### src/rtl/sald_pkg.sv
// Shared types and constants for the server address list deframer.
`timescale 1ns / 1ps

package sald_pkg;

    localparam int COUNT_W = 5;
    localparam int PHASE_W = 3;
    localparam int STATUS_W = 3;

    localparam logic [7:0] PREFIX_IPV4 = 8'h5C;
    localparam logic [7:0] PREFIX_IPV6 = 8'h2F;

    localparam logic [COUNT_W-1:0] IPV4_BYTES = 5'd4;
    localparam logic [COUNT_W-1:0] IPV6_BYTES = 5'd16;

    localparam logic [STATUS_W-1:0] ST_OK        = 3'd0;
    localparam logic [STATUS_W-1:0] ST_SHORT     = 3'd1;
    localparam logic [STATUS_W-1:0] ST_BADPREFIX = 3'd2;
    localparam logic [STATUS_W-1:0] ST_TRUNC     = 3'd3;
    localparam logic [STATUS_W-1:0] ST_ZEROPORT  = 3'd4;
    localparam logic [STATUS_W-1:0] ST_IGNORED   = 3'd5;

    typedef struct packed {
        logic [7:0] data_byte;
        logic       end_of_packet;
    } sald_item_t;

    typedef struct packed {
        logic                is_record;
        logic                is_ipv6;
        logic [63:0]         address_high;
        logic [63:0]         address_low;
        logic [15:0]         port;
        logic [STATUS_W-1:0] status;
        logic                last;
    } sald_result_t;

    typedef struct packed {
        logic [1:0]   count;
        sald_result_t first;
        sald_result_t second;
    } sald_push_t;

endpackage

### src/rtl/sald_parser.sv
// Byte parser that walks the header and address records and builds result beats.
`timescale 1ns / 1ps

module sald_parser #(
    parameter int HEADER_BYTES = 22
) (
    input  logic                clk,
    input  logic                rst_n,
    input  logic                accept,
    input  logic                enable,
    input  sald_pkg::sald_item_t item,
    output sald_pkg::sald_push_t push
);

    localparam logic [sald_pkg::PHASE_W-1:0] PH_HEADER = 3'd0;
    localparam logic [sald_pkg::PHASE_W-1:0] PH_PREFIX = 3'd1;
    localparam logic [sald_pkg::PHASE_W-1:0] PH_ADDR   = 3'd2;
    localparam logic [sald_pkg::PHASE_W-1:0] PH_PORT0  = 3'd3;
    localparam logic [sald_pkg::PHASE_W-1:0] PH_PORT1  = 3'd4;
    localparam logic [sald_pkg::PHASE_W-1:0] PH_STOP   = 3'd5;

    localparam logic [sald_pkg::PHASE_W-1:0] PH_START =
        (HEADER_BYTES == 0) ? PH_PREFIX : PH_HEADER;
    localparam logic [sald_pkg::COUNT_W-1:0] HEADER_LEN =
        sald_pkg::COUNT_W'(HEADER_BYTES);

    logic [sald_pkg::PHASE_W-1:0]  phase_reg, phase_next;
    logic [sald_pkg::COUNT_W-1:0]  count_reg, count_next;
    logic                          ipv6_reg, ipv6_next;
    logic [63:0]                   addr_high_reg, addr_high_next;
    logic [63:0]                   addr_low_reg, addr_low_next;
    logic [7:0]                    port_first_reg, port_first_next;
    logic [sald_pkg::STATUS_W-1:0] stop_reg, stop_next;

    logic [sald_pkg::COUNT_W-1:0]  count_inc;
    logic [sald_pkg::COUNT_W-1:0]  addr_len;
    logic [15:0]                   port_value;
    logic [sald_pkg::STATUS_W-1:0] end_status;
    logic                          record_out;
    sald_pkg::sald_result_t        record_item;
    sald_pkg::sald_result_t        status_item;

    assign count_inc  = count_reg + sald_pkg::COUNT_W'(1);
    assign addr_len   = ipv6_reg ? sald_pkg::IPV6_BYTES : sald_pkg::IPV4_BYTES;
    assign port_value = {item.data_byte, port_first_reg};

    always_comb
    begin
        phase_next      = phase_reg;
        count_next      = count_reg;
        ipv6_next       = ipv6_reg;
        addr_high_next  = addr_high_reg;
        addr_low_next   = addr_low_reg;
        port_first_next = port_first_reg;
        stop_next       = stop_reg;
        end_status      = sald_pkg::ST_OK;
        record_out      = 1'b0;

        if (!enable)
        begin
            end_status = sald_pkg::ST_IGNORED;
        end
        else
        begin
            unique case (phase_reg)
                PH_HEADER:
                begin
                    if (count_inc >= HEADER_LEN)
                    begin
                        phase_next = PH_PREFIX;
                        count_next = '0;
                        end_status = sald_pkg::ST_OK;
                    end
                    else
                    begin
                        count_next = count_inc;
                        end_status = sald_pkg::ST_SHORT;
                    end
                end
                PH_PREFIX:
                begin
                    if (item.data_byte == sald_pkg::PREFIX_IPV4 ||
                        item.data_byte == sald_pkg::PREFIX_IPV6)
                    begin
                        ipv6_next      = (item.data_byte == sald_pkg::PREFIX_IPV6);
                        addr_high_next = '0;
                        addr_low_next  = '0;
                        count_next     = '0;
                        phase_next     = PH_ADDR;
                        end_status     = sald_pkg::ST_TRUNC;
                    end
                    else
                    begin
                        stop_next  = sald_pkg::ST_BADPREFIX;
                        phase_next = PH_STOP;
                        end_status = sald_pkg::ST_BADPREFIX;
                    end
                end
                PH_ADDR:
                begin
                    addr_high_next = {addr_high_reg[55:0], addr_low_reg[63:56]};
                    addr_low_next  = {addr_low_reg[55:0], item.data_byte};
                    count_next     = count_inc;
                    if (count_inc >= addr_len)
                    begin
                        phase_next = PH_PORT0;
                    end
                    end_status = sald_pkg::ST_TRUNC;
                end
                PH_PORT0:
                begin
                    port_first_next = item.data_byte;
                    phase_next      = PH_PORT1;
                    end_status      = sald_pkg::ST_TRUNC;
                end
                PH_PORT1:
                begin
                    if (port_value == 16'd0)
                    begin
                        stop_next  = sald_pkg::ST_ZEROPORT;
                        phase_next = PH_STOP;
                        end_status = sald_pkg::ST_ZEROPORT;
                    end
                    else
                    begin
                        record_out = 1'b1;
                        phase_next = PH_PREFIX;
                        count_next = '0;
                        end_status = sald_pkg::ST_OK;
                    end
                end
                default:
                begin
                    phase_next = PH_STOP;
                    end_status = stop_reg;
                end
            endcase
        end

        if (item.end_of_packet)
        begin
            phase_next      = PH_START;
            count_next      = '0;
            ipv6_next       = 1'b0;
            addr_high_next  = '0;
            addr_low_next   = '0;
            port_first_next = '0;
            stop_next       = sald_pkg::ST_OK;
        end
    end

    always_comb
    begin
        record_item              = '0;
        record_item.is_record    = 1'b1;
        record_item.is_ipv6      = ipv6_reg;
        record_item.address_high = addr_high_reg;
        record_item.address_low  = addr_low_reg;
        record_item.port         = port_value;
        record_item.status       = sald_pkg::ST_OK;

        status_item        = '0;
        status_item.status = end_status;
        status_item.last   = 1'b1;

        push = '0;
        if (accept)
        begin
            priority if (record_out && item.end_of_packet)
            begin
                push.count  = 2'd2;
                push.first  = record_item;
                push.second = status_item;
            end
            else if (record_out)
            begin
                push.count = 2'd1;
                push.first = record_item;
            end
            else if (item.end_of_packet)
            begin
                push.count = 2'd1;
                push.first = status_item;
            end
            else
            begin
                push.count = 2'd0;
            end
        end
    end

    always_ff @(posedge clk or negedge rst_n)
    begin
        if (!rst_n)
        begin
            phase_reg      <= PH_START;
            count_reg      <= '0;
            ipv6_reg       <= 1'b0;
            addr_high_reg  <= '0;
            addr_low_reg   <= '0;
            port_first_reg <= '0;
            stop_reg       <= sald_pkg::ST_OK;
        end
        else if (accept)
        begin
            phase_reg      <= phase_next;
            count_reg      <= count_next;
            ipv6_reg       <= ipv6_next;
            addr_high_reg  <= addr_high_next;
            addr_low_reg   <= addr_low_next;
            port_first_reg <= port_first_next;
            stop_reg       <= stop_next;
        end
    end

endmodule

### src/rtl/sald_fifo.sv
// Four-entry result queue that takes up to two beats per cycle and gives one per cycle unless result_stall holds it.
`timescale 1ns / 1ps

module sald_fifo (
    input  logic                   clk,
    input  logic                   rst_n,
    input  sald_pkg::sald_push_t   push,
    output logic                   almost_full,
    output logic                   result_valid,
    input  logic                   result_stall,
    output sald_pkg::sald_result_t result
);

    sald_pkg::sald_result_t entry_reg [4];

    logic [1:0] wr_ptr_reg, wr_ptr_next;
    logic [1:0] rd_ptr_reg, rd_ptr_next;
    logic [2:0] fill_reg, fill_next;
    logic       pop;
    logic [1:0] wr_ptr_plus;

    assign pop          = (fill_reg != 3'd0) && !result_stall;
    assign wr_ptr_plus  = wr_ptr_reg + 2'd1;
    assign wr_ptr_next  = wr_ptr_reg + push.count;
    assign rd_ptr_next  = rd_ptr_reg + {1'b0, pop};
    assign fill_next    = fill_reg + {1'b0, push.count} - {2'b00, pop};
    assign almost_full  = (fill_reg > 3'd2);
    assign result_valid = (fill_reg != 3'd0);
    assign result       = entry_reg[rd_ptr_reg];

    always_ff @(posedge clk)
    begin
        if (push.count != 2'd0)
        begin
            entry_reg[wr_ptr_reg] <= push.first;
        end
        if (push.count == 2'd2)
        begin
            entry_reg[wr_ptr_plus] <= push.second;
        end
    end

    always_ff @(posedge clk or negedge rst_n)
    begin
        if (!rst_n)
        begin
            wr_ptr_reg <= '0;
            rd_ptr_reg <= '0;
            fill_reg   <= '0;
        end
        else
        begin
            wr_ptr_reg <= wr_ptr_next;
            rd_ptr_reg <= rd_ptr_next;
            fill_reg   <= fill_next;
        end
    end

endmodule

### src/rtl/server_address_list_deframer.sv
// Top level of the server address list deframer.
// Result beats are registered in the result queue before they are offered.
// Throughput: one byte per cycle while item_stall is low; a record that ends on the final byte adds a status beat.
// Bytes stall while the four-entry result queue holds more than two beats.
// Reset clears the parser to its start state, empties the queue and clears the enable.
`timescale 1ns / 1ps

module server_address_list_deframer #(
    parameter int HEADER_BYTES = 22
) (
    input  logic                   clk,
    input  logic                   rst_n,
    input  logic                   cfg_write,
    input  logic                   cfg_data,
    input  logic                   item_valid,
    output logic                   item_stall,
    input  sald_pkg::sald_item_t   item,
    output logic                   result_valid,
    input  logic                   result_stall,
    output sald_pkg::sald_result_t result
);

    logic                 accept_enable_reg;
    logic                 accept_enable_next;
    logic                 almost_full;
    logic                 accept;
    sald_pkg::sald_push_t push;

    assign item_stall         = almost_full;
    assign accept             = item_valid && !almost_full;
    assign accept_enable_next = cfg_write ? cfg_data : accept_enable_reg;

    always_ff @(posedge clk or negedge rst_n)
    begin
        if (!rst_n)
        begin
            accept_enable_reg <= 1'b0;
        end
        else
        begin
            accept_enable_reg <= accept_enable_next;
        end
    end

    sald_parser #(
        .HEADER_BYTES(HEADER_BYTES)
    ) u_parser (
        .clk    (clk),
        .rst_n  (rst_n),
        .accept (accept),
        .enable (accept_enable_reg),
        .item   (item),
        .push   (push)
    );

    sald_fifo u_fifo (
        .clk          (clk),
        .rst_n        (rst_n),
        .push         (push),
        .almost_full  (almost_full),
        .result_valid (result_valid),
        .result_stall (result_stall),
        .result       (result)
    );

endmodule

### config.mk
export PLATFORM = sky130hd
export DESIGN_NAME = server_address_list_deframer
export DESIGN_NICKNAME = d
export VERILOG_FILES = /design/src/rtl/sald_pkg.sv /design/src/rtl/sald_parser.sv /design/src/rtl/sald_fifo.sv /design/src/rtl/server_address_list_deframer.sv
export SDC_FILE = /design/constraint.sdc
export NUM_CORES = 1
export LEC_CHECK = 0
export ABC_CLOCK_PERIOD_IN_PS = 3800
export BUFFER_PORTS_ARGS = -buffer_cell sky130_fd_sc_hd__buf_2
export CAP_MARGIN = 20
export CORE_MARGIN = 4
export CORE_UTILIZATION = 40
export CTS_CLUSTER_DIAMETER = 50
export DETAILED_ROUTE_END_ITERATION = 10
export GPL_TIMING_DRIVEN = 0
export SYNTH_ARGS = -nofsm -noshare
export SYNTH_HDL_FRONTEND = slang
export SYNTH_SLANG_ARGS = --single-unit
### constraint.sdc
create_clock -name clk -period 3.8 [get_ports clk]
set_clock_uncertainty 0.15 [all_clocks]
set_input_delay 0.38 -clock clk [delete_from_list [all_inputs] [get_ports clk]]
set_output_delay 0.38 -clock clk [all_outputs]
set_load 0.005 [all_outputs]
==> impl_results.rst, run 1 <==
.. list-table::
   :header-rows: 1

   * - Metric
     - Value
   * - Largest net degree at the start of global routing
     - 90
   * - Area growth, synth to finish
     - 18.71%
   * - Async S/R FF share, synth
     - 20.53%
   * - Inserted Clock Buffers
     - 89
   * - Top fanout value on the critical path
     - 10
   * - Maximum level of the CTS H-tree
     - 3
   * - Startpoint-to-endpoint class of the critical path
     - reg2out
   * - Register bit count reported by yosys
     - between 700 and 800
   * - Effective utilization at floorplan
     - between 40% and 50%
   * - Number of max-slew violations in the final report
     - 0
   * - Pwr Density
     - 610.6 nW/um^2
   * - Max Cap Viol
     - 0
   * - Netlist cell types
     - 67
   * - Gr usage total
     - roughly 22%
   * - GP Congestion
     - 0.8533
   * - Die span in x
     - approximately 280 microns
   * - Number of detailed-routing iterations run before antenna repair
     - 5
   * - Fraction of the yosys area taken by sequential cells
     - 55.97%
   * - Initial detailed-routing violation count
     - roughly 1,700
   * - Setup violators final
     - 0
   * - Minimum clock period
     - 3.669 ns
   * - Vias
     - 20,878
   * - Measured slew at the worst slew-check pin
     - 1.045 ns
   * - Cell leakage power
     - roughly 14 nW
   * - Post-DP HPWL
     - 56,370 microns
   * - Endpoint required time on the critical path
     - ~3.3 ns
   * - Commonest register cell after synthesis
     - sky130_fd_sc_hd__dfxtp_1
   * - Count of buffers inserted at the top-level ports
     - 158
   * - Unrepaired setup endpoints after global routing
     - false
   * - Largest area contributor in the synthesized netlist
     - sky130_fd_sc_hd__dfxtp_1
   * - Clock transition at path regs
     - 0.05 ns
   * - F_max
     - 272.5 MHz
   * - Core area
     - 70,510 sq um
   * - Fraction of the cycle the final worst path needs
     - a little over nine tenths
   * - Count of placed standard cells in the final layout, fillers left out
     - ~3,600
   * - DR DRC count
     - 0
   * - Total power of the final layout
     - ~21 mW
   * - Net count after synthesis
     - between 2,000 and 2,500
   * - Yosys Warn Count
     - 0
   * - Kind of launch point of the worst setup path
     - flip-flop
   * - Vert. Die Dim
     - 275.7 microns
   * - Antenna violations before repair
     - 2
   * - Final ANT Viol Nets
     - 0
   * - Leading post-synthesis cells by cell area
     - sky130_fd_sc_hd__dfxtp_1 (41%), sky130_fd_sc_hd__a22o_1 (18%), sky130_fd_sc_hd__dfrtp_1 (14%)
   * - Worst min-delay path category
     - in2reg
   * - Clock latency reported for the late side of the worst-skew pair
     - 0.64 ns
   * - Most common cell in the synthesized netlist
     - sky130_fd_sc_hd__a22o_1
   * - Number of ports placed on the die boundary
     - 167
   * - Commonest cells in the netlist
     - sky130_fd_sc_hd__a22o_1 (588), sky130_fd_sc_hd__dfxtp_1 (584), sky130_fd_sc_hd__nand2_1 (273), sky130_fd_sc_hd__dfrtp_1 (155), sky130_fd_sc_hd__mux4_2 (150)
   * - Nature of the critical path endpoint
     - output port
   * - Global-route wire length before repair
     - around 130,000 microns
   * - Post-Synthesis Mean Instance Area
     - 12.42 sq um
   * - Crit path DAT
     - 3.14 ns
   * - Synth Cell Area
     - 28,680 sq um
   * - Site row count
     - 97
   * - Max-slew headroom at the worst pin
     - 30.16%
   * - Endpoints failing hold
     - 0
   * - CTS tree
     - built
   * - Post-synth EDFFs
     - 16
   * - Die Area
     - roughly 76,000 sq um
   * - Master cell of the clock root buffer
     - sky130_fd_sc_hd__clkbuf_16
   * - Share of the synthesized area in the top cell type
     - 40.77%
   * - Maximum clock insertion buffer count
     - 3
   * - Max VDD drop
     - 0.3778 mV
   * - Detail-routed via count per cell
     - 5.820
   * - Status
     - finished clean
   * - Fraction of final layout cells with drive strength greater than 1
     - 23.55%
   * - Number of global-route vias before repair
     - 21,200
   * - Final core utilization
     - 48.27%
   * - Cell count after placement
     - about 3,400
   * - Total number of nets in the final design
     - 2,600
   * - GRT Residual Overflow
     - 0
   * - Sum of routed wire length over all layers
     - 84,810 microns
   * - Sink count of the clock tree
     - 755
   * - Flip-flop count of the largest register after layout
     - 600
   * - Routed WL per cell
     - between 20 and 25 microns
   * - Gate count of the mapped netlist
     - 2,308
## critical path, stage by stage, from the launching register on
cell and delay (ns):
sky130_fd_sc_hd__dfrtp_1 0.31, sky130_fd_sc_hd__clkbuf_1 0.35, sky130_fd_sc_hd__clkbuf_2 0.41, sky130_fd_sc_hd__buf_8 0.22
sky130_fd_sc_hd__buf_1 0.56, sky130_fd_sc_hd__mux4_2 0.48, sky130_fd_sc_hd__buf_2 0.16
## logic make-up (layout without fill, tap and decap cells)
group                      Yosys count  after routing  synth area share, %
DFF                                755            755                55.97
adders and majority gates           12             12               0.5498
and+or+nand+nor                    348            348                5.018
other                                0              2                    0
AOI/OAI and AO/OA                  783            783                21.94
buffers and inverters              247            584                4.302
muxes                              157            157                12.03
xor gates and xnor gates             6              6               0.1833
## worst paths after layout
path                            cells past startpoint  slack, ns                         end                        from
worst max register to register                     12       0.18      u_fifo.entry_reg[0][3]  u_parser.port_first_reg[7]
worst min-delay path                                3       0.04        u_fifo.rd_ptr_reg[0]                result_stall
worst max-delay path                                6       0.13                  result[81]        u_fifo.rd_ptr_reg[1]
min in group asynchronous                           2       0.12           accept_enable_reg                       rst_n
worst min register to register                      1       0.30    u_fifo.entry_reg[0][149]    u_fifo.entry_reg[0][149]
max in group asynchronous                           3       2.49  u_parser.addr_high_reg[11]                       rst_n
## what timing repair did
action	in CTS	in global routing
buffers inserted	0	1
pin swaps	0	1
hold buffers	11	0
endpoints found under the setup margin	593	545
hold endpoints to repair	115	0
resized for setup	52	32
## cell type report
class,count,area (sq um)
repair buffers,177,1028
inverters,23,86.33
fillers,6167,36470
clock buffers,118,2551
flip-flops and latches,755,16050
diodes,2,5.005
multi-input cells,1306,11400
plain buffers,221,1231
well taps,940,1176
clock inverters,45,515.5
## stage by stage
| stage | area (sq um) | setup WS (ns) | TNS (ns) | hold WS [ns] |
|---|---|---|---|---|
| finish | 34040 | 0.1309 | 0 | 0.04028 |
| global route | 34040 | 0.001186 | 0 | 0.04526 |
| CTS | 34010 | -0.008789 | -0.02630 | 0.007413 |
| detailed placement | 30730 | -0.7791 | -233.82 | 0.2095 |
| global placement | 30640 | -0.7258 | -271.18 | 0.2779 |
| floorplan | 28680 | 0.4950 | 0 | -0.06559 |
## metal layers
metal | GRT usage [%] | vias up | part of all wire, %
li1 | - | 9321 | -
met1 | 29.85 | 10716 | 43
met2 | 35.78 | 691 | 48
met3 | 4.251 | 150 | 6.3
met4 | 7.052 | 0 | 3.0
met5 | 0 | - | 0
## cells in the final DEF (no fill, tap or decap), drive strengths merged, types with 2 or more instances in the layout
| cell | n |
|---|---|
| or3 | 2 |
| a22oi | 3 |
| o2bb2ai | 3 |
| mux2i | 6 |
| nor3 | 6 |
| a2111oi | 3 |
| o41a | 2 |
| diode | 2 |
| clkbuf | 225 |
| clkdlybuf4s18 | 2 |
| clkinv | 17 |
| nand3 | 8 |
| a31oi | 5 |
| a21oi | 8 |
| and2 | 3 |
| nand2 | 273 |
| nor2b | 3 |
| edfxtp | 16 |
| xnor2 | 3 |
| a22o | 588 |
| and3 | 2 |
| a21o | 6 |
| o21ai | 148 |
| buf | 277 |
| dfrtp | 155 |
| o31ai | 2 |
| dfxtp | 584 |
| nor4 | 4 |
| nand2b | 5 |
| xor2 | 3 |
| clkinvlp | 8 |
| o41ai | 2 |
| nor2 | 33 |
| dlygate4sd3 | 11 |
| nor3b | 3 |
| a32oi | 2 |
| mux4 | 150 |
| ha | 11 |
| bufinv | 7 |
| inv | 36 |
## power by group
part | internal [mW] | switching, mW | total [mW] | leakage [nW]
combinational | 1.36 | 2.30 | 3.66 | 5.43
clock | 5.26 | 3.50 | 8.76 | 1.49
sequential | 8.21 | 0.168 | 8.37 | 6.98
total | 14.8 | 5.97 | 20.8 | 13.9
(Power assumes the default switching activity.)
==> run 2, diff against run 1 <==
Settings changed: HOLD_SLACK_MARGIN from default to 0.12.
==> run 2 against run 1 <==
Compared with the run above:
- flip-flop and latch count stayed put
- power about the same
- final area hardly changed
- via count increased by 0.21%
- cell count barely moved
- combinational power about the same
- critical endpoint unchanged
==> impl_results.rst, run 2 (same netlist as run 1, synthesis figures left out) <==
.. list-table::
   :header-rows: 1

   * - Metric
     - Value
   * - Largest net degree at the start of global routing
     - 90 (unchanged)
   * - Commonest non-fill, non-tap cells in the layout
     - sky130_fd_sc_hd__a22o_1 (588), sky130_fd_sc_hd__dfxtp_1 (584), sky130_fd_sc_hd__nand2_1 (273), sky130_fd_sc_hd__buf_2 (201), sky130_fd_sc_hd__dfrtp_1 (155) (unchanged)
   * - Total number of nets in the final design
     - 2,601 (was 2,600)
   * - Fraction of power consumed by combinational cells
     - 17.6% (about the same)
   * - Endpoints failing hold
     - 0 (unchanged)
   * - Critical path's top delay family
     - buffers and inverters (unchanged)
   * - Filler cell count in the final layout
     - 6,169 (was 6,167)
   * - F_max
     - 273.7 MHz (was 272.5 MHz)
   * - Core area
     - 70,510 sq um (unchanged)
   * - Maximum level of the CTS H-tree
     - 3 (unchanged)
   * - Number of max-slew violations in the final report
     - 0 (unchanged)
   * - Setup violators final
     - 0 (unchanged)
   * - Final core utilization
     - 48.29% (was 48.27%)
   * - Sum of routed wire length over all layers
     - 84,770 microns (was 84,810 microns)
   * - Inserted Clock Buffers
     - 89 (unchanged)
   * - Number of detailed-routing iterations run before antenna repair
     - 5 (unchanged)
   * - Effective utilization at floorplan
     - 40.67% (unchanged)
   * - Measured slew at the worst slew-check pin
     - 1.034 ns (was 1.045 ns)
   * - Total area of multi-input combinational cells
     - 11,400 sq um (unchanged)
   * - Min Hold Slack
     - 0.1165 ns (was 0.04028 ns)
   * - Die Area
     - 76,040 sq um (unchanged)
   * - Die span in x
     - 275.7 microns (unchanged)
   * - Startpoint-to-endpoint class of the critical path
     - reg2out (unchanged)
   * - Longest individual stage delay on the worst path
     - 0.55 ns (was 0.56 ns)
   * - Critical Path Stages
     - 6 (unchanged)
   * - Site row count
     - 97 (unchanged)
   * - GP Congestion
     - 0.8533 (unchanged)
   * - Status
     - finished clean (unchanged)
   * - Count of buffers inserted at the top-level ports
     - 158 (unchanged)
   * - Vias
     - 20,922 (was 20,878)
   * - Post-DP HPWL
     - 56,370 microns (unchanged)
   * - Sink count of the clock tree
     - 755 (unchanged)
   * - Kind of launch point of the worst setup path
     - flip-flop (unchanged)
   * - Cell leakage power
     - 13.90 nW (about the same)
   * - Worst min-delay path category
     - in2async (was in2reg)
   * - CTS tree
     - built (unchanged)
   * - Most common library cell in the layout ignoring fill and taps
     - sky130_fd_sc_hd__a22o_1 (unchanged)
   * - Worst r2r path cells
     - 11 (was 12)
   * - Gr usage total
     - 22.00% (about the same)
   * - Area growth, synth to finish
     - 18.75% (was 18.71%)
   * - Clock latency reported for the late side of the worst-skew pair
     - 0.64 ns (about the same)
   * - Antenna violations before repair
     - 2 (unchanged)
   * - Total internal power
     - 14.82 mW (about the same)
   * - Routed WL per cell
     - 23.63 microns (was 23.64 microns)
   * - GRT Residual Overflow
     - 0 (unchanged)
   * - Worst Path Buf+Inv
     - 5 (unchanged)
   * - Switching portion of total power
     - 28.69% (was 28.70%)
   * - Fraction of final layout cells with drive strength greater than 1
     - 23.54% (was 23.55%)
   * - Max-slew headroom at the worst pin
     - 30.94% (was 30.16%)
   * - Area occupied by registers
     - 16,050 sq um (unchanged)
   * - Final ANT Viol Nets
     - 0 (unchanged)
   * - Number of ports placed on the die boundary
     - 167 (unchanged)
   * - Flip-flop count of the largest register after layout
     - 600 (unchanged)
   * - Minimum clock period
     - 3.654 ns (was 3.669 ns)
   * - Master cell of the clock root buffer
     - sky130_fd_sc_hd__clkbuf_16 (unchanged)
   * - Crit path DAT
     - 3.12 ns (was 3.14 ns)
   * - Endpoint required time on the critical path
     - 3.27 ns (about the same)
   * - Share of total power in the clock network
     - 42.1% (about the same)
   * - Detail-routed via count per cell
     - 5.831 (was 5.820)
   * - Unrepaired setup endpoints after global routing
     - false (unchanged)
   * - Global-route wire length before repair
     - 130,000 microns (about the same)
   * - Slowest stage cell on the critical path
     - sky130_fd_sc_hd__buf_1 (unchanged)
   * - Maximum clock insertion buffer count
     - 3 (unchanged)
   * - Fraction of the cycle the final worst path needs
     - 96.15% (was 96.55%)
   * - Switching power summed over all nets
     - 5.963 mW (was 5.966 mW)
   * - Clock transition at path regs
     - 0.05 ns (about the same)
   * - Number of global-route vias before repair
     - 21,210 (was 21,200)
   * - Nature of the critical path endpoint
     - output port (unchanged)
   * - Pwr Density
     - 610.4 nW/um^2 (was 610.6 nW/um^2)
   * - Cell-by-cell trace of the critical path
     - clkbuf_1 > clkbuf_2 > buf_8 > buf_1 > mux4_2 > buf_2 (unchanged)
   * - Top fanout value on the critical path
     - 10 (unchanged)
   * - Max Cap Viol
     - 0 (unchanged)
   * - Power share of the sequential group
     - 40.3% (about the same)
   * - DR DRC count
     - 0 (unchanged)
   * - Vert. Die Dim
     - 275.7 microns (unchanged)
   * - Max VDD drop
     - 0.3774 mV (was 0.3778 mV)
   * - Initial detailed-routing violation count
     - 1,632 (was 1,707)
## run 2: cell count changes in the layout (fill, tap and decap cells not counted)
| cell | before | now |
|---|---|---|
| sky130_fd_sc_hd__dlygate4sd3_1 | 11 | 12 |
## run 2: layout make-up
type,instances,share of cell area [%]
Sequential cell,755,47.14
Multi-Input combinational cell,1306,33.47
Clock buffer,118,7.492
Buffer,221,3.616
Tap cell,940,3.454
Timing Repair Buffer,178,3.050
Clock inverter,45,1.514
Inverter,23,0.2535
Antenna cell,2,0.01470
## run 2: per-stage QoR
step	area [sq um]	total power, mW	instances	setup slack, ns	TNS, ns
floorplan	28680	10.92	2308	0.4950	0
global placement	30640	12.03	3406	-0.7258	-271.18
detailed placement	30730	12.13	3411	-0.7791	-233.82
CTS	34020	20.94	3585	-0.008789	-0.02630
global route	34050	21.57	3586	0.001186	0
finish	34050	20.78	3588	0.1461	0
## run 2: per-layer routing
layer  track usage (%)  routed length, microns  vias to the layer above
li1                  -                       -                     9335
met1             29.85                   36530                    10730
met2             35.79                   40270                      709
met3             4.251                    5458                      148
met4             7.052                    2505                        0
met5                 0                       0                        -
## run 2: final timing paths
| path | start | to | slack [ns] |
|---|---|---|---|
| worst max-delay path | u_fifo.rd_ptr_reg[1] | result[81] | 0.15 |
| worst min-delay path | rst_n | accept_enable_reg | 0.12 |
| worst max register to register | u_parser.port_first_reg[7] | u_fifo.entry_reg[1][81] | 0.19 |
| worst min register to register | u_fifo.entry_reg[0][149] | u_fifo.entry_reg[0][149] | 0.30 |
| max in group asynchronous | rst_n | u_parser.addr_high_reg[1] | 2.49 |
| min in group clk | item_valid | u_parser.stop_reg[2] | 0.20 |
## run 2: repair_timing
action | CTS | global route
hold buffers | 12 | 0
hold endpoints to repair | 207 | 0
buffers inserted | 0 | 1
setup endpoints to repair | 593 | 545
resized for setup | 52 | 32
pin swaps | 0 | 1
## run 2: power by group through the flow
stage                     clock [mW]  sequential (mW)  combinational, mW
after floorplan                    0             8.49               2.43
after global placement             0             8.52               3.52
after detailed placement           0             8.53               3.60
after CTS                       8.90             8.37               3.67
after global routing            9.24             8.40               3.93
final                           8.75             8.37               3.66
## run 2: worst register-to-register path, delay by kind of cell (launching register included)
family	cells	cell delay, ns
compound gates	2	0.44
fa+ha+maj	1	0.46
buf+inv	3	0.80
flops	1	0.45
simple gates	5	1.18
==> run 3, diff against run 2 <==
Settings changed: ABC_CLOCK_PERIOD_IN_PS 3800 to 4100.
Clock period 3.8 ns to 4.1 ns, I/O delays scaled along.
==> run 3 against run 2 <==
Compared with the run above:
- final area barely moved
- critical endpoint unchanged
- count of clock-buffer cells in the layout did not move
- global-route usage barely moved
- largest cell class unchanged
- register-to-register slack improved by 0.07 ns
- flip-flop and latch count did not move
- largest power group unchanged
- sequential power fell by 7.3%
- highest routed layer unchanged
- power fell by 7.3%
- combinational power fell by 7.7%
- setup slack got worse by 0.0045 ns
- wire length rose by 0.15%
==> impl_results.rst, run 3 (same netlist as run 1, synthesis figures left out) <==
.. list-table::
   :header-rows: 1

   * - Metric
     - Value
   * - Crit path DAT
     - 3.40 ns (was 3.12 ns)
   * - Status
     - finished clean (unchanged)
   * - Kind of launch point of the worst setup path
     - flip-flop (unchanged)
   * - GRT Residual Overflow
     - 0 (unchanged)
   * - Count of buffers inserted at the top-level ports
     - 158 (unchanged)
   * - Most prevalent standard cell on the critical path
     - sky130_fd_sc_hd__clkbuf_1
   * - GP Congestion
     - 0.8533 (unchanged)
   * - Switching portion of total power
     - 28.71% (was 28.69%)
   * - Power share of the sequential group
     - 40.3% (about the same)
   * - Sum of routed wire length over all layers
     - 84,890 microns (was 84,770 microns)
   * - Endpoint required time on the critical path
     - 3.54 ns (was 3.27 ns)
   * - Antenna violations before repair
     - 2 (unchanged)
   * - Worst Path Buf+Inv
     - 5 (unchanged)
   * - Critical path's top delay family
     - buffers and inverters (unchanged)
   * - Post-DP HPWL
     - 56,370 microns (unchanged)
   * - Cell leakage power
     - 13.86 nW (was 13.90 nW)
   * - Minimum setup slack in the final design
     - 0.1416 ns (was 0.1461 ns)
   * - Maximum clock insertion buffer count
     - 3 (unchanged)
   * - Effective utilization at floorplan
     - 40.67% (unchanged)
   * - Flip-flop count of the largest register after layout
     - 600 (unchanged)
   * - Endpoints failing hold
     - 0 (unchanged)
   * - Max Cap Viol
     - 0 (unchanged)
   * - Min Hold Slack
     - 0.1520 ns (was 0.1165 ns)
   * - Maximum level of the CTS H-tree
     - 3 (unchanged)
   * - Number of detailed-routing iterations run before antenna repair
     - 5 (unchanged)
   * - Routed WL per cell
     - 23.66 microns (was 23.63 microns)
   * - Die Area
     - 76,040 sq um (unchanged)
   * - Minimum clock period
     - 3.958 ns
   * - Top fanout value on the critical path
     - 10 (unchanged)
   * - Switching power summed over all nets
     - 5.530 mW (was 5.963 mW)
   * - Global-route wire length before repair
     - 130,100 microns (was 130,000 microns)
   * - Final ANT Viol Nets
     - 0 (unchanged)
   * - Setup violators final
     - 0 (unchanged)
   * - Detail-routed via count per cell
     - 5.832 (was 5.831)
   * - Number of buffers added for setup after CTS
     - 0 (unchanged)
   * - Pwr Density
     - 566.1 nW/um^2 (was 610.4 nW/um^2)
   * - Count of placed standard cells in the final layout, fillers left out
     - 3,588 (unchanged)
   * - Cell-by-cell trace of the critical path
     - clkbuf_1 > clkbuf_1 > buf_8 > buf_1 > mux4_2 > buf_2 (was clkbuf_1 > clkbuf_2 > buf_8 > buf_1 > mux4_2 > buf_2)
   * - Clock latency reported for the late side of the worst-skew pair
     - 0.64 ns (about the same)
   * - Commonest non-fill, non-tap cells in the layout
     - sky130_fd_sc_hd__a22o_1 (588), sky130_fd_sc_hd__dfxtp_1 (584), sky130_fd_sc_hd__nand2_1 (273), sky130_fd_sc_hd__buf_2 (196), sky130_fd_sc_hd__dfrtp_1 (155) (was sky130_fd_sc_hd__a22o_1 (588), sky130_fd_sc_hd__dfxtp_1 (584), sky130_fd_sc_hd__nand2_1 (273), sky130_fd_sc_hd__buf_2 (201), sky130_fd_sc_hd__dfrtp_1 (155))
   * - Most common library cell in the layout ignoring fill and taps
     - sky130_fd_sc_hd__a22o_1 (unchanged)
   * - Site row count
     - 97 (unchanged)
   * - Max-slew headroom at the worst pin
     - 32.02% (was 30.94%)
   * - Worst slack at placement
     - -0.5091 ns (was -0.7791 ns)
   * - Vias
     - 20,927 (was 20,922)
   * - F_max
     - approximately 250 MHz
   * - Slowest stage cell on the critical path
     - sky130_fd_sc_hd__clkbuf_1 (was sky130_fd_sc_hd__buf_1)
   * - Largest net degree at the start of global routing
     - 90 (unchanged)
   * - Fraction of the cycle the final worst path needs
     - 96.55%
   * - Longest individual stage delay on the worst path
     - 0.64 ns (was 0.55 ns)
   * - Master cell of the clock root buffer
     - sky130_fd_sc_hd__clkbuf_16 (unchanged)
   * - Fraction of final layout cells with drive strength greater than 1
     - 22.94% (was 23.54%)
   * - Vert. Die Dim
     - 275.7 microns (unchanged)
   * - Total number of nets in the final design
     - 2,601 (unchanged)
   * - Worst min-delay path category
     - in2async (unchanged)
   * - Total internal power
     - 13.73 mW (was 14.82 mW)
   * - Unrepaired setup endpoints after global routing
     - false (unchanged)
   * - Die span in x
     - 275.7 microns (unchanged)
   * - Share of total power in the clock network
     - 42.1% (about the same)
   * - Sink count of the clock tree
     - 755 (unchanged)
   * - Number of ports placed on the die boundary
     - 167 (unchanged)
   * - DR DRC count
     - 0 (unchanged)
   * - Nature of the critical path endpoint
     - output port (unchanged)
   * - Filler cell count in the final layout
     - 6,166 (was 6,169)
   * - Startpoint-to-endpoint class of the critical path
     - reg2out (unchanged)
   * - Max VDD drop
     - 0.3500 mV (was 0.3774 mV)
   * - Initial detailed-routing violation count
     - 1,742 (was 1,632)
   * - CTS tree
     - built (unchanged)
   * - Inserted Clock Buffers
     - 89 (unchanged)
   * - Gr usage total
     - 22.02% (was 22.00%)
   * - Number of max-slew violations in the final report
     - 0 (unchanged)
   * - Measured slew at the worst slew-check pin
     - 1.018 ns (was 1.034 ns)
   * - Clock transition at path regs
     - 0.05 ns (about the same)
   * - Fraction of power consumed by combinational cells
     - 17.6% (about the same)
   * - Core area
     - 70,510 sq um (unchanged)
   * - Cell count after placement
     - 3,411 (unchanged)
   * - Number of global-route vias before repair
     - 21,211 (was 21,210)
   * - Area growth, synth to finish
     - 18.63% (was 18.75%)
run 3: cell count changes in the layout (fill, tap and decap cells not counted), sizes merged:
cell / previous run / this run
buf: 277 / 273
clkdlybuf4s15: 1 / 5
clkbuf: 225 / 227
clkdlybuf4s18: 2 / 0
run 3: area by class of cell:
type / instances / area (sq um) / share of cell area [%]
Antenna cell: 2 / 5.005 / 0.01471
Buffer: 222 / 1211 / 3.560
Clock buffer: 118 / 2551 / 7.500
Clock inverter: 45 / 515.5 / 1.515
Inverter: 23 / 86.33 / 0.2538
Multi-Input combinational cell: 1306 / 11390 / 33.49
Sequential cell: 755 / 16050 / 47.18
Tap cell: 940 / 1176 / 3.457
Timing Repair Buffer: 177 / 1031 / 3.031
run 3: per-stage QoR:
stage	power [mW]	instance area [sq um]	utilization [%]	setup TNS [ns]
global placement	11.15	30640	43.46	-111.10
floorplan	10.12	28680	-	0
detailed placement	11.24	30730	43.58	-106.88
global route	19.98	34010	48.24	0
finish	19.26	34020	48.24	0
CTS	19.38	33970	48.17	0
run 3: worst paths after layout:
kind | slack [ns] | end | depth (start not counted) | startpoint
max reg2reg | 0.26 | u_fifo.entry_reg[0][50] | 12 | u_parser.port_first_reg[7]
min in group clk | 0.23 | u_parser.stop_reg[2] | 4 | item_valid
max in group asynchronous | 2.75 | u_parser.addr_high_reg[11] | 3 | rst_n
min | 0.15 | accept_enable_reg | 2 | rst_n
min reg2reg | 0.30 | u_fifo.entry_reg[0][149] | 1 | u_fifo.entry_reg[0][149]
max | 0.14 | result[81] | 6 | u_fifo.rd_ptr_reg[1]
run 3: routing by layer:
layer | vias to the layer above | GRT usage (%) | wire length [microns]
met5 | - | 0 | 0
met4 | 0 | 7.146 | 2534
met3 | 145 | 4.259 | 5280
met2 | 658 | 35.82 | 40350
met1 | 10795 | 29.84 | 36720
li1 | 9329 | - | -
run 3: timing repair:
action	in CTS	in global routing
gates resized for setup	18	38
hold buffers	12	0
endpoints found under the hold margin	207	0
cloned	0	0
endpoints found under the setup margin	340	421
run 3: power groups by stage:
stage	combinational [mW]	sequential [mW]	clock, mW
final	3.38	7.76	8.12
after floorplan	2.25	7.86	0
after CTS	3.38	7.75	8.25
after global placement	3.26	7.89	0
after detailed placement	3.34	7.91	0
after global routing	3.64	7.78	8.57
